[config.mk]
export PLATFORM = sky130hd
export DESIGN_NAME = multiturn_encoder_tracker_top
export DESIGN_NICKNAME = d
export VERILOG_FILES = /design/src/rtl/mte_pkg.sv /design/src/rtl/mte_ram.sv /design/src/rtl/multiturn_encoder_tracker_top.sv
export SDC_FILE = /design/constraint.sdc
export NUM_CORES = 1
export LEC_CHECK = 0
export ABC_AREA = 1
export BUFFER_PORTS_ARGS = -buffer_cell sky130_fd_sc_hd__clkbuf_2
export CAP_MARGIN = 20
export CORE_UTILIZATION = 45
export CTS_CLUSTER_DIAMETER = 30
export DETAILED_ROUTE_END_ITERATION = 16
export GPL_ROUTABILITY_DRIVEN = 0
export RECOVER_POWER = 100
export SKIP_LAST_GASP = 1
export SYNTH_ARGS = -nofsm -noshare
export SYNTH_HDL_FRONTEND = slang
export SYNTH_SLANG_ARGS = --single-unit
[constraint.sdc]
create_clock -name i_clk -period 7.8 [get_ports i_clk]
set_clock_uncertainty 0.05 [all_clocks]
set_input_delay 1.56 -clock i_clk [delete_from_list [all_inputs] [get_ports i_clk]]
set_output_delay 1.56 -clock i_clk [all_outputs]
set_load 0.005 [all_outputs]
[src/rtl/mte_pkg.sv]
`timescale 1ns / 1ps
`default_nettype none

package mte_pkg;

    // Field widths
    localparam int POS_W  = 13;
    localparam int RATE_W = 14;
    localparam int TURN_W = 19;
    localparam int ABS_W  = 32;
    localparam int ANG_W  = 33;

    // Mode flag codes
    localparam logic CMD_CAPTURE = 1'b0;
    localparam logic CMD_TRACK   = 1'b1;

    // Unwrap and saturation limits
    localparam int COUNTS_PER_TURN = 8192;
    localparam int WRAP_LIMIT      = 6500;
    localparam int TURN_MAX        = 262143;
    localparam int TURN_MIN        = -262144;

    // Rate ring
    localparam int RING_DEPTH = 8;
    localparam int IDX_W      = (RING_DEPTH > 1) ? $clog2(RING_DEPTH) : 1;
    localparam int SUM_W      = RATE_W + $clog2(RING_DEPTH);
    localparam int SUM_LIM    = WRAP_LIMIT * RING_DEPTH;

    // Reciprocal for the ring average: exact for any SUM_W-bit magnitude
    localparam int DIV_K = SUM_W + $clog2(RING_DEPTH);
    localparam longint unsigned DIV_RECIP_L =
        ((64'd1 << DIV_K) + 64'(RING_DEPTH) - 64'd1) / 64'(RING_DEPTH);
    localparam logic [DIV_K:0] DIV_RECIP = (DIV_K + 1)'(DIV_RECIP_L);

endpackage

`default_nettype wire

[src/rtl/mte_ram.sv]
`timescale 1ns / 1ps
`default_nettype none

module mte_ram #(
    parameter  int WIDTH  = 8,
    parameter  int DEPTH  = 8,
    localparam int ADDR_W = (DEPTH > 1) ? $clog2(DEPTH) : 1
) (
    input  wire logic                    i_clk,
    input  wire logic                    i_we,
    input  wire logic [ADDR_W-1:0]       i_waddr,
    input  wire logic [WIDTH-1:0]        i_wdata,
    input  wire logic [ADDR_W-1:0]       i_raddr,
    output logic      [WIDTH-1:0]        o_rdata
);

    logic [WIDTH-1:0] r_mem [DEPTH];
    logic [WIDTH-1:0] r_rdata;

    // Write port
    always_ff @(posedge i_clk) begin
        if (i_we) begin
            r_mem[i_waddr] <= i_wdata;
        end
    end

    // Registered read port, old data on a collision
    always_ff @(posedge i_clk) begin
        r_rdata <= r_mem[i_raddr];
    end

    assign o_rdata = r_rdata;

endmodule

`default_nettype wire

[src/rtl/multiturn_encoder_tracker_top.sv]
`timescale 1ns / 1ps
`default_nettype none

// Channel  | valid   | ready   | words
// ---------+---------+---------+-------------------------------------------------------
// sample   | i_valid | o_ready | i_cmd, i_position
// result   | o_valid | i_ready | o_absolute_count, o_angle_counts, o_raw_rate,
//          |         |         | o_filtered_rate, o_turn_count
//
// One sample per cycle unless stalled; results pass stage one and the output register.
// The oldest ring entry is read ahead from the rate RAM at the next ring index,
// and is forwarded when that entry is written in the same cycle.
// Reset clears the state registers and the ring valid bits at once; no clearing pass.
// A stalled result holds in the output register while one more sample is taken.

module multiturn_encoder_tracker_top (
    input  wire logic                              i_clk,
    input  wire logic                              i_rst_n,
    input  wire logic                              i_valid,
    output logic                                   o_ready,
    input  wire logic                              i_cmd,
    input  wire logic [mte_pkg::POS_W-1:0]         i_position,
    output logic                                   o_valid,
    input  wire logic                              i_ready,
    output logic signed [mte_pkg::ABS_W-1:0]       o_absolute_count,
    output logic signed [mte_pkg::ANG_W-1:0]       o_angle_counts,
    output logic signed [mte_pkg::RATE_W-1:0]      o_raw_rate,
    output logic signed [mte_pkg::RATE_W-1:0]      o_filtered_rate,
    output logic signed [mte_pkg::TURN_W-1:0]      o_turn_count
);

    localparam int POS_W  = mte_pkg::POS_W;
    localparam int RATE_W = mte_pkg::RATE_W;
    localparam int TURN_W = mte_pkg::TURN_W;
    localparam int ABS_W  = mte_pkg::ABS_W;
    localparam int ANG_W  = mte_pkg::ANG_W;
    localparam int IDX_W  = mte_pkg::IDX_W;
    localparam int SUM_W  = mte_pkg::SUM_W;
    localparam int DIV_K  = mte_pkg::DIV_K;
    localparam int DEPTH  = mte_pkg::RING_DEPTH;

    // Tracking state
    logic        [POS_W-1:0]  r_prev, n_prev;
    logic        [POS_W-1:0]  r_bias, n_bias;
    logic signed [TURN_W-1:0] r_turns, n_turns;
    logic signed [SUM_W-1:0]  r_sum, n_sum;
    logic        [IDX_W-1:0]  r_idx, n_idx;
    logic        [DEPTH-1:0]  r_valid, n_valid;

    // Read-ahead of the oldest ring entry
    logic                     r_fwd;
    logic signed [RATE_W-1:0] r_fwd_data;
    logic                     r_rdv;
    logic        [RATE_W-1:0] rd_data;
    logic signed [RATE_W-1:0] old_rate;

    // Pipeline
    logic                     accept;
    logic                     track;
    logic                     s2_load;
    logic                     r_s1_valid;
    logic signed [ABS_W-1:0]  r_s1_abs, n_abs;
    logic signed [ANG_W-1:0]  r_s1_angle, n_angle;
    logic signed [RATE_W-1:0] r_s1_rate, n_rate;
    logic signed [SUM_W-1:0]  r_s1_sum;
    logic signed [TURN_W-1:0] r_s1_turns;
    logic                     r_out_valid;

    // Unwrap and divide helpers
    logic signed [RATE_W-1:0] diff;
    logic signed [RATE_W:0]   diff_x;
    logic signed [RATE_W:0]   pos_off;
    logic        [SUM_W-1:0]  mag;
    logic        [SUM_W+DIV_K:0] prod;
    logic        [RATE_W-1:0] quot;
    logic signed [RATE_W-1:0] n_filt;

    assign track   = (i_cmd == mte_pkg::CMD_TRACK);
    assign s2_load = r_s1_valid && (!r_out_valid || i_ready);
    assign o_ready = !r_s1_valid || s2_load;
    assign accept  = i_valid && o_ready;
    assign o_valid = r_out_valid;

    // Pick the oldest ring entry: forwarded, stored, or zero if never written
    assign old_rate = r_fwd ? r_fwd_data : (r_rdv ? $signed(rd_data) : '0);

    // Unwrap the difference and update the state
    always_comb begin
        diff    = $signed({1'b0, i_position}) - $signed({1'b0, r_prev});
        diff_x  = {diff[RATE_W-1], diff};
        n_prev  = r_prev;
        n_bias  = r_bias;
        n_turns = r_turns;
        n_sum   = r_sum;
        n_idx   = r_idx;
        n_valid = r_valid;
        n_rate  = '0;
        if (accept && !track) begin
            n_bias = i_position;
            n_prev = i_position;
        end else if (accept) begin
            n_prev = i_position;
            if (diff < -mte_pkg::WRAP_LIMIT) begin
                n_rate = RATE_W'(diff_x + (RATE_W + 1)'(mte_pkg::COUNTS_PER_TURN));
                if (r_turns < mte_pkg::TURN_MAX) begin
                    n_turns = r_turns + TURN_W'(1);
                end
            end else if (diff > mte_pkg::WRAP_LIMIT) begin
                n_rate = RATE_W'(diff_x - (RATE_W + 1)'(mte_pkg::COUNTS_PER_TURN));
                if (r_turns > mte_pkg::TURN_MIN) begin
                    n_turns = r_turns - TURN_W'(1);
                end
            end else begin
                n_rate = diff;
            end
            n_sum          = r_sum - SUM_W'(old_rate) + SUM_W'(n_rate);
            n_valid[r_idx] = 1'b1;
            n_idx          = (r_idx == IDX_W'(DEPTH - 1)) ? '0 : r_idx + IDX_W'(1);
        end
    end

    // Build the position words
    always_comb begin
        pos_off = track ? ($signed({2'b00, i_position}) - $signed({2'b00, r_bias})) : '0;
        n_abs   = track ? $signed({n_turns, i_position})
                        : $signed(ABS_W'(i_position));
        n_angle = $signed({n_turns[TURN_W-1], n_turns, {POS_W{1'b0}}})
                + ANG_W'(pos_off);
    end

    // Rate ring storage
    mte_ram #(
        .WIDTH (RATE_W),
        .DEPTH (DEPTH)
    ) u_ring (
        .i_clk   (i_clk),
        .i_we    (accept && track),
        .i_waddr (r_idx),
        .i_wdata (n_rate),
        .i_raddr (n_idx),
        .o_rdata (rd_data)
    );

    // Hold the tracking state and the read-ahead flags
    always_ff @(posedge i_clk) begin
        if (!i_rst_n) begin
            r_prev  <= '0;
            r_bias  <= '0;
            r_turns <= '0;
            r_sum   <= '0;
            r_idx   <= '0;
            r_valid <= '0;
            r_fwd   <= 1'b0;
            r_rdv   <= 1'b0;
        end else begin
            r_prev  <= n_prev;
            r_bias  <= n_bias;
            r_turns <= n_turns;
            r_sum   <= n_sum;
            r_idx   <= n_idx;
            r_valid <= n_valid;
            r_fwd   <= accept && track && (r_idx == n_idx);
            r_rdv   <= r_valid[n_idx];
        end
    end

    always_ff @(posedge i_clk) begin
        r_fwd_data <= n_rate;
    end

    // Stage one: hold the word until the output register takes it
    always_ff @(posedge i_clk) begin
        if (!i_rst_n) begin
            r_s1_valid <= 1'b0;
        end else if (accept) begin
            r_s1_valid <= 1'b1;
        end else if (s2_load) begin
            r_s1_valid <= 1'b0;
        end
    end

    always_ff @(posedge i_clk) begin
        if (accept) begin
            r_s1_abs   <= n_abs;
            r_s1_angle <= n_angle;
            r_s1_rate  <= n_rate;
            r_s1_sum   <= n_sum;
            r_s1_turns <= n_turns;
        end
    end

    // Average the ring: magnitude times reciprocal, sign restored
    always_comb begin
        mag    = r_s1_sum[SUM_W-1] ? SUM_W'(-r_s1_sum) : SUM_W'(r_s1_sum);
        prod   = (SUM_W + DIV_K + 1)'(mag) * (SUM_W + DIV_K + 1)'(mte_pkg::DIV_RECIP);
        quot   = RATE_W'(prod >> DIV_K);
        n_filt = r_s1_sum[SUM_W-1] ? -$signed(quot) : $signed(quot);
    end

    // Output register
    always_ff @(posedge i_clk) begin
        if (!i_rst_n) begin
            r_out_valid <= 1'b0;
        end else if (s2_load) begin
            r_out_valid <= 1'b1;
        end else if (i_ready) begin
            r_out_valid <= 1'b0;
        end
    end

    always_ff @(posedge i_clk) begin
        if (s2_load) begin
            o_absolute_count <= r_s1_abs;
            o_angle_counts   <= r_s1_angle;
            o_raw_rate       <= r_s1_rate;
            o_filtered_rate  <= n_filt;
            o_turn_count     <= r_s1_turns;
        end
    end

    // Running sum stays within what the ring can hold
    a_sum_range: assert property (@(posedge i_clk) disable iff (!i_rst_n)
        (r_sum <= mte_pkg::SUM_LIM) && (r_sum >= -mte_pkg::SUM_LIM))
        else $error("ring sum out of range");

    // Turn count and sum move only when a sample is taken
    a_state_hold: assert property (@(posedge i_clk) disable iff (!i_rst_n)
        !accept |=> $stable(r_turns) && $stable(r_sum) && $stable(r_idx))
        else $error("tracking state changed without a sample");

    // A stalled stage-one word keeps its place
    a_s1_hold: assert property (@(posedge i_clk) disable iff (!i_rst_n)
        r_s1_valid && !s2_load |=> r_s1_valid && $stable(r_s1_sum))
        else $error("stage-one word lost during stall");

    // Forwarding only follows a track sample
    a_fwd: assert property (@(posedge i_clk) disable iff (!i_rst_n)
        r_fwd |-> $past(accept) && $past(track))
        else $error("forward without a ring write");

endmodule

`default_nettype wire

==> results.json <==
{
  "die_h_um": 214,
  "path_class": "primary input to register",
  "hp-start": "r_s1_abs[29]",
  "cts_root_buf": "clkbuf_16",
  "outcome": "complete, but fails checks",
  "switching_share": 0.284,
  "grt_pass1_vias": 14019,
  "clkTransAtPathRegs_ns": 0.05,
  "hpwl_mm": 29.9,
  "cellInternalPower_mw": 5.65,
  "violations": "capacitance limit, slew limit",
  "irDropWorstVdd_v": 0.000200,
  "crit_family": "buffers and inverters",
  "nFillCells": 3889,
  "ant_nets": 0,
  "finalCritPeriodShare": 0.845,
  "seq_area_mm2": 0.0123,
  "wl_met2_mm": 20.1,
  "p_per_area_mw_per_mm2": 326,
  "cts_hold_buf": 0,
  "reg2reg_from": "o_valid",
  "cts_buffer_depth": 3,
  "dieArea_mm2": 0.0458,
  "synth_cell_types": 61,
  "critPathMaxStageDelay_ns": 1.43,
  "cp_cell_sequence": "clkbuf_2, inv_1, nand3_1, nand2_1, nor2_1, clkinv_1, clkbuf_1, o21ai_0, nand2_1, clkinv_1, clkbuf_1, o21ai_0, o22ai_1, nor2_1, a31oi_1",
  "p_leak_nw": 10.0,
  "drtPass1Iterations": 5,
  "routedWlPerCell_um": 16.0,
  "wl_met1_mm": 21.1,
  "rr_worst_depth": 13,
  "synth-edff-count": 339,
  "grt_pass1_wl_mm": 73.0,
  "grt_max_degree": 89,
  "fmax_ghz": 0.152,
  "netlist_instances": 1936,
  "overflow": 0,
  "drc": 0,
  "vias_per_cell": 5.05,
  "vias": 14060,
  "grt_usage": 0.200,
  "worstPathRequired_ns": 8.27,
  "fin_tns_setup_ns": 0,
  "reg2reg_slack_ns": 1.95,
  "drt_iter0_markers": 870,
  "clkSinkCount": 444,
  "antennaDiodeCount": 0,
  "port_buffers": 131,
  "cts.htree.levels": 3,
  "ys_seq_area_frac": 0.607,
  "cts_setup_buffers": 0,
  "clkPwrFrac": 0.454,
  "highest_layer": "met4",
  "synth_top_area_cell": "edfxtp_1",
  "switchingPower_mw": 2.24,
  "layout-drive-gt1-share": 0.135,
  "area_delta_synth_final_pct": 19.6,
  "post_cts_resized": 0,
  "chipWidth_um": 214,
  "power_frac_seq": 0.366,
  "setup_viol": 0,
  "combPwrFrac": 0.180,
  "core_area_mm2": 0.0443,
  "avgSynthCellArea_um2": 10.5,
  "antenna_found_initial": 0,
  "drt_wl_total_mm": 44.5,
  "yosys_warnings": 0,
  "netlist.area_leader.share": 0.503,
  "ys_seq_elements": 444,
  "holdPathEnd": "o_absolute_count[29]",
  "synth-main-ff-cell": "edfxtp_1",
  "cp.buffers_inverters": 6,
  "end_kind": "register",
  "slowest_stage": "nor2_1",
  "numCtsBuffers": 84,
  "rsz0062_at_grt": "false",
  "ioPinCount": 132,
  "crit_arrival_ns": 7.06,
  "finalMaxSlewViolations": 404,
  "met3_length_mm": 2.39,
  "cts_tree": "done",
  "numPlacedInstances": 2620,
  "multi_input_area_mm2": 0.00672,
  "fin_cells": 2782,
  "synth_area_leaders": "edfxtp_1 (50%), dfxtp_1 (10%), nand2_1 (5.0%)",
  "finalHoldViolations": 0,
  "r2r-end": "u_ring.o_rdata[9]",
  "start_util": 0.457,
  "period_minus_slack_ns": 6.59,
  "synth_nets": 2041,
  "critPathMaxFanout": 30,
  "tightest_slew_ns": 2.95,
  "min_path_type": "register to register",
  "max_cap_viol_count": 11,
  "slew_headroom": -0.964,
  "async_flop_share": 0,
  "hold_depth": 0,
  "crit_path_start_kind": "primary input",
  "fin_nets": 2223,
  "syn_area_mm2": 0.0202,
  "clk_latency_ns": 0.61,
  "fp-row-count": 77
}
[Yosys cell counts, types with 20 or more instances]
cell and instances:
nand3_1 71, edfxtp_1 339, nand2_1 271, nand4_1 23, a21oi_1 114, xor2_1 37, nor3_1 20, inv_1 223
dfxtp_1 105, nand2_2 27, o21ai_0 143, clkbuf_1 38, ha_1 69, nor2_1 239, a31oi_1 20
[power groups by stage]
stage | registers [mW] | logic, mW | clock network (mW)
after detailed placement | 2.93 | 1.43 | 0
after floorplan | 2.91 | 1.09 | 0
after global placement | 2.93 | 1.40 | 0
after CTS | 2.89 | 1.44 | 3.65
after global routing | 2.91 | 1.63 | 3.76
final | 2.89 | 1.42 | 3.58
[flip-flops by register name (all words and copies together) (netlist names)]
signal and flops:
o_turn_count 19, r_s1_angle 33, r_sum 17, r_prev 13, r_s1_sum 17, r_s1_turns 19, r_s1_rate 14, o_absolute_count 32
r_rdv 1, r_idx 3, r_turns 19, u_ring.o_rdata 14, o_angle_counts 33, r_bias 13, r_s1_abs 32, r_s1_valid 1
o_raw_rate 14, r_valid 8, r_fwd 1, r_fwd_data 14, o_valid 1, u_ring.r_mem 112, o_filtered_rate 14
[per-layer routing]
metal | global-route usage | vias to the layer above
li1 | - | 7020
met3 | 0.0363 | 59
met1 | 0.279 | 6617
met2 | 0.310 | 364
met5 | 0 | -
met4 | 0.0774 | 0
[cells by family (layout without fill, tap and decap cells)]
kind of cell / Yosys count / after routing / synth area share
AO/OA/AOI/OAI: 361 / 361 / 0.101
buffers and inverters: 295 / 549 / 0.0568
XOR/XNOR: 52 / 52 / 0.0236
adder cells (fa/ha/maj): 87 / 87 / 0.0605
AND/OR/NAND/NOR: 697 / 697 / 0.151
flip-flops: 444 / 444 / 0.607
[how the worst max path moves through the flow]
stage | from | end | slack (ns) | cells past startpoint
6_report | i_ready | u_ring.o_rdata[9] | 1.21 | 15
5_1_grt | i_ready | u_ring.o_rdata[8] | 0.57 | 15
4_1_cts | i_position[0] | r_s1_angle[27] | 1.58 | 34
3_3_place_gp | i_position[0] | r_s1_angle[27] | 1.12 | 34
3_5_place_dp | i_position[0] | r_s1_angle[27] | 0.95 | 34
2_1_floorplan | i_ready | o_absolute_count[0] | 0.11 | 2
[metrics by stage]
stage / hold WS [ns] / worst slack (ns) / total power, mW / utilization / area (um^2)
after floorplan: 0.350 / 0.108 / 3.99 / - / 20200
after global placement: 0.352 / 1.12 / 4.33 / 0.486 / 21500
after detailed placement: 0.355 / 0.951 / 4.36 / 0.486 / 21500
after CTS: 0.361 / 1.58 / 7.98 / 0.551 / 24400
after global routing: 0.369 / 0.574 / 8.30 / 0.546 / 24200
final: 0.363 / 1.21 / 7.89 / 0.546 / 24200
[cell type report]
| cell class | count | area share |
|---|---|---|
| repair buffers | 149 | 0.0282 |
| flip-flops and latches | 444 | 0.507 |
| clock inverters | 61 | 0.0267 |
| clock buffers | 97 | 0.0922 |
| well taps | 592 | 0.0306 |
| multi-input cells | 1197 | 0.277 |
| inverters | 242 | 0.0377 |
[layout by cell type (no fill, tap or decap), types with 5 or more instances in the layout]
master	instances
edfxtp_1	339
nand2_1	280
nor2_1	240
inv_1	225
o21ai_0	151
a21oi_1	115
dfxtp_1	105
clkbuf_16	86
clkbuf_2	81
nand3_1	74
ha_1	69
clkbuf_1	69
xor2_1	40
nand4_1	23
nor3_1	20
a31oi_1	20
nand2_2	18
fa_1	18
o22ai_1	16
clkinv_2	16
xnor2_1	12
inv_2	11
a22oi_1	11
clkinvlp_4	11
clkinv_1	10
inv_6	10
nor2_2	8
bufinv_16	8
o21ai_1	7
o21bai_1	6
nand3_2	6
o211ai_1	6
or2_2	6
buf_4	6
nand3b_1	5
clkinv_4	5
No activity file was read; power rests on OpenSTA's default activity.
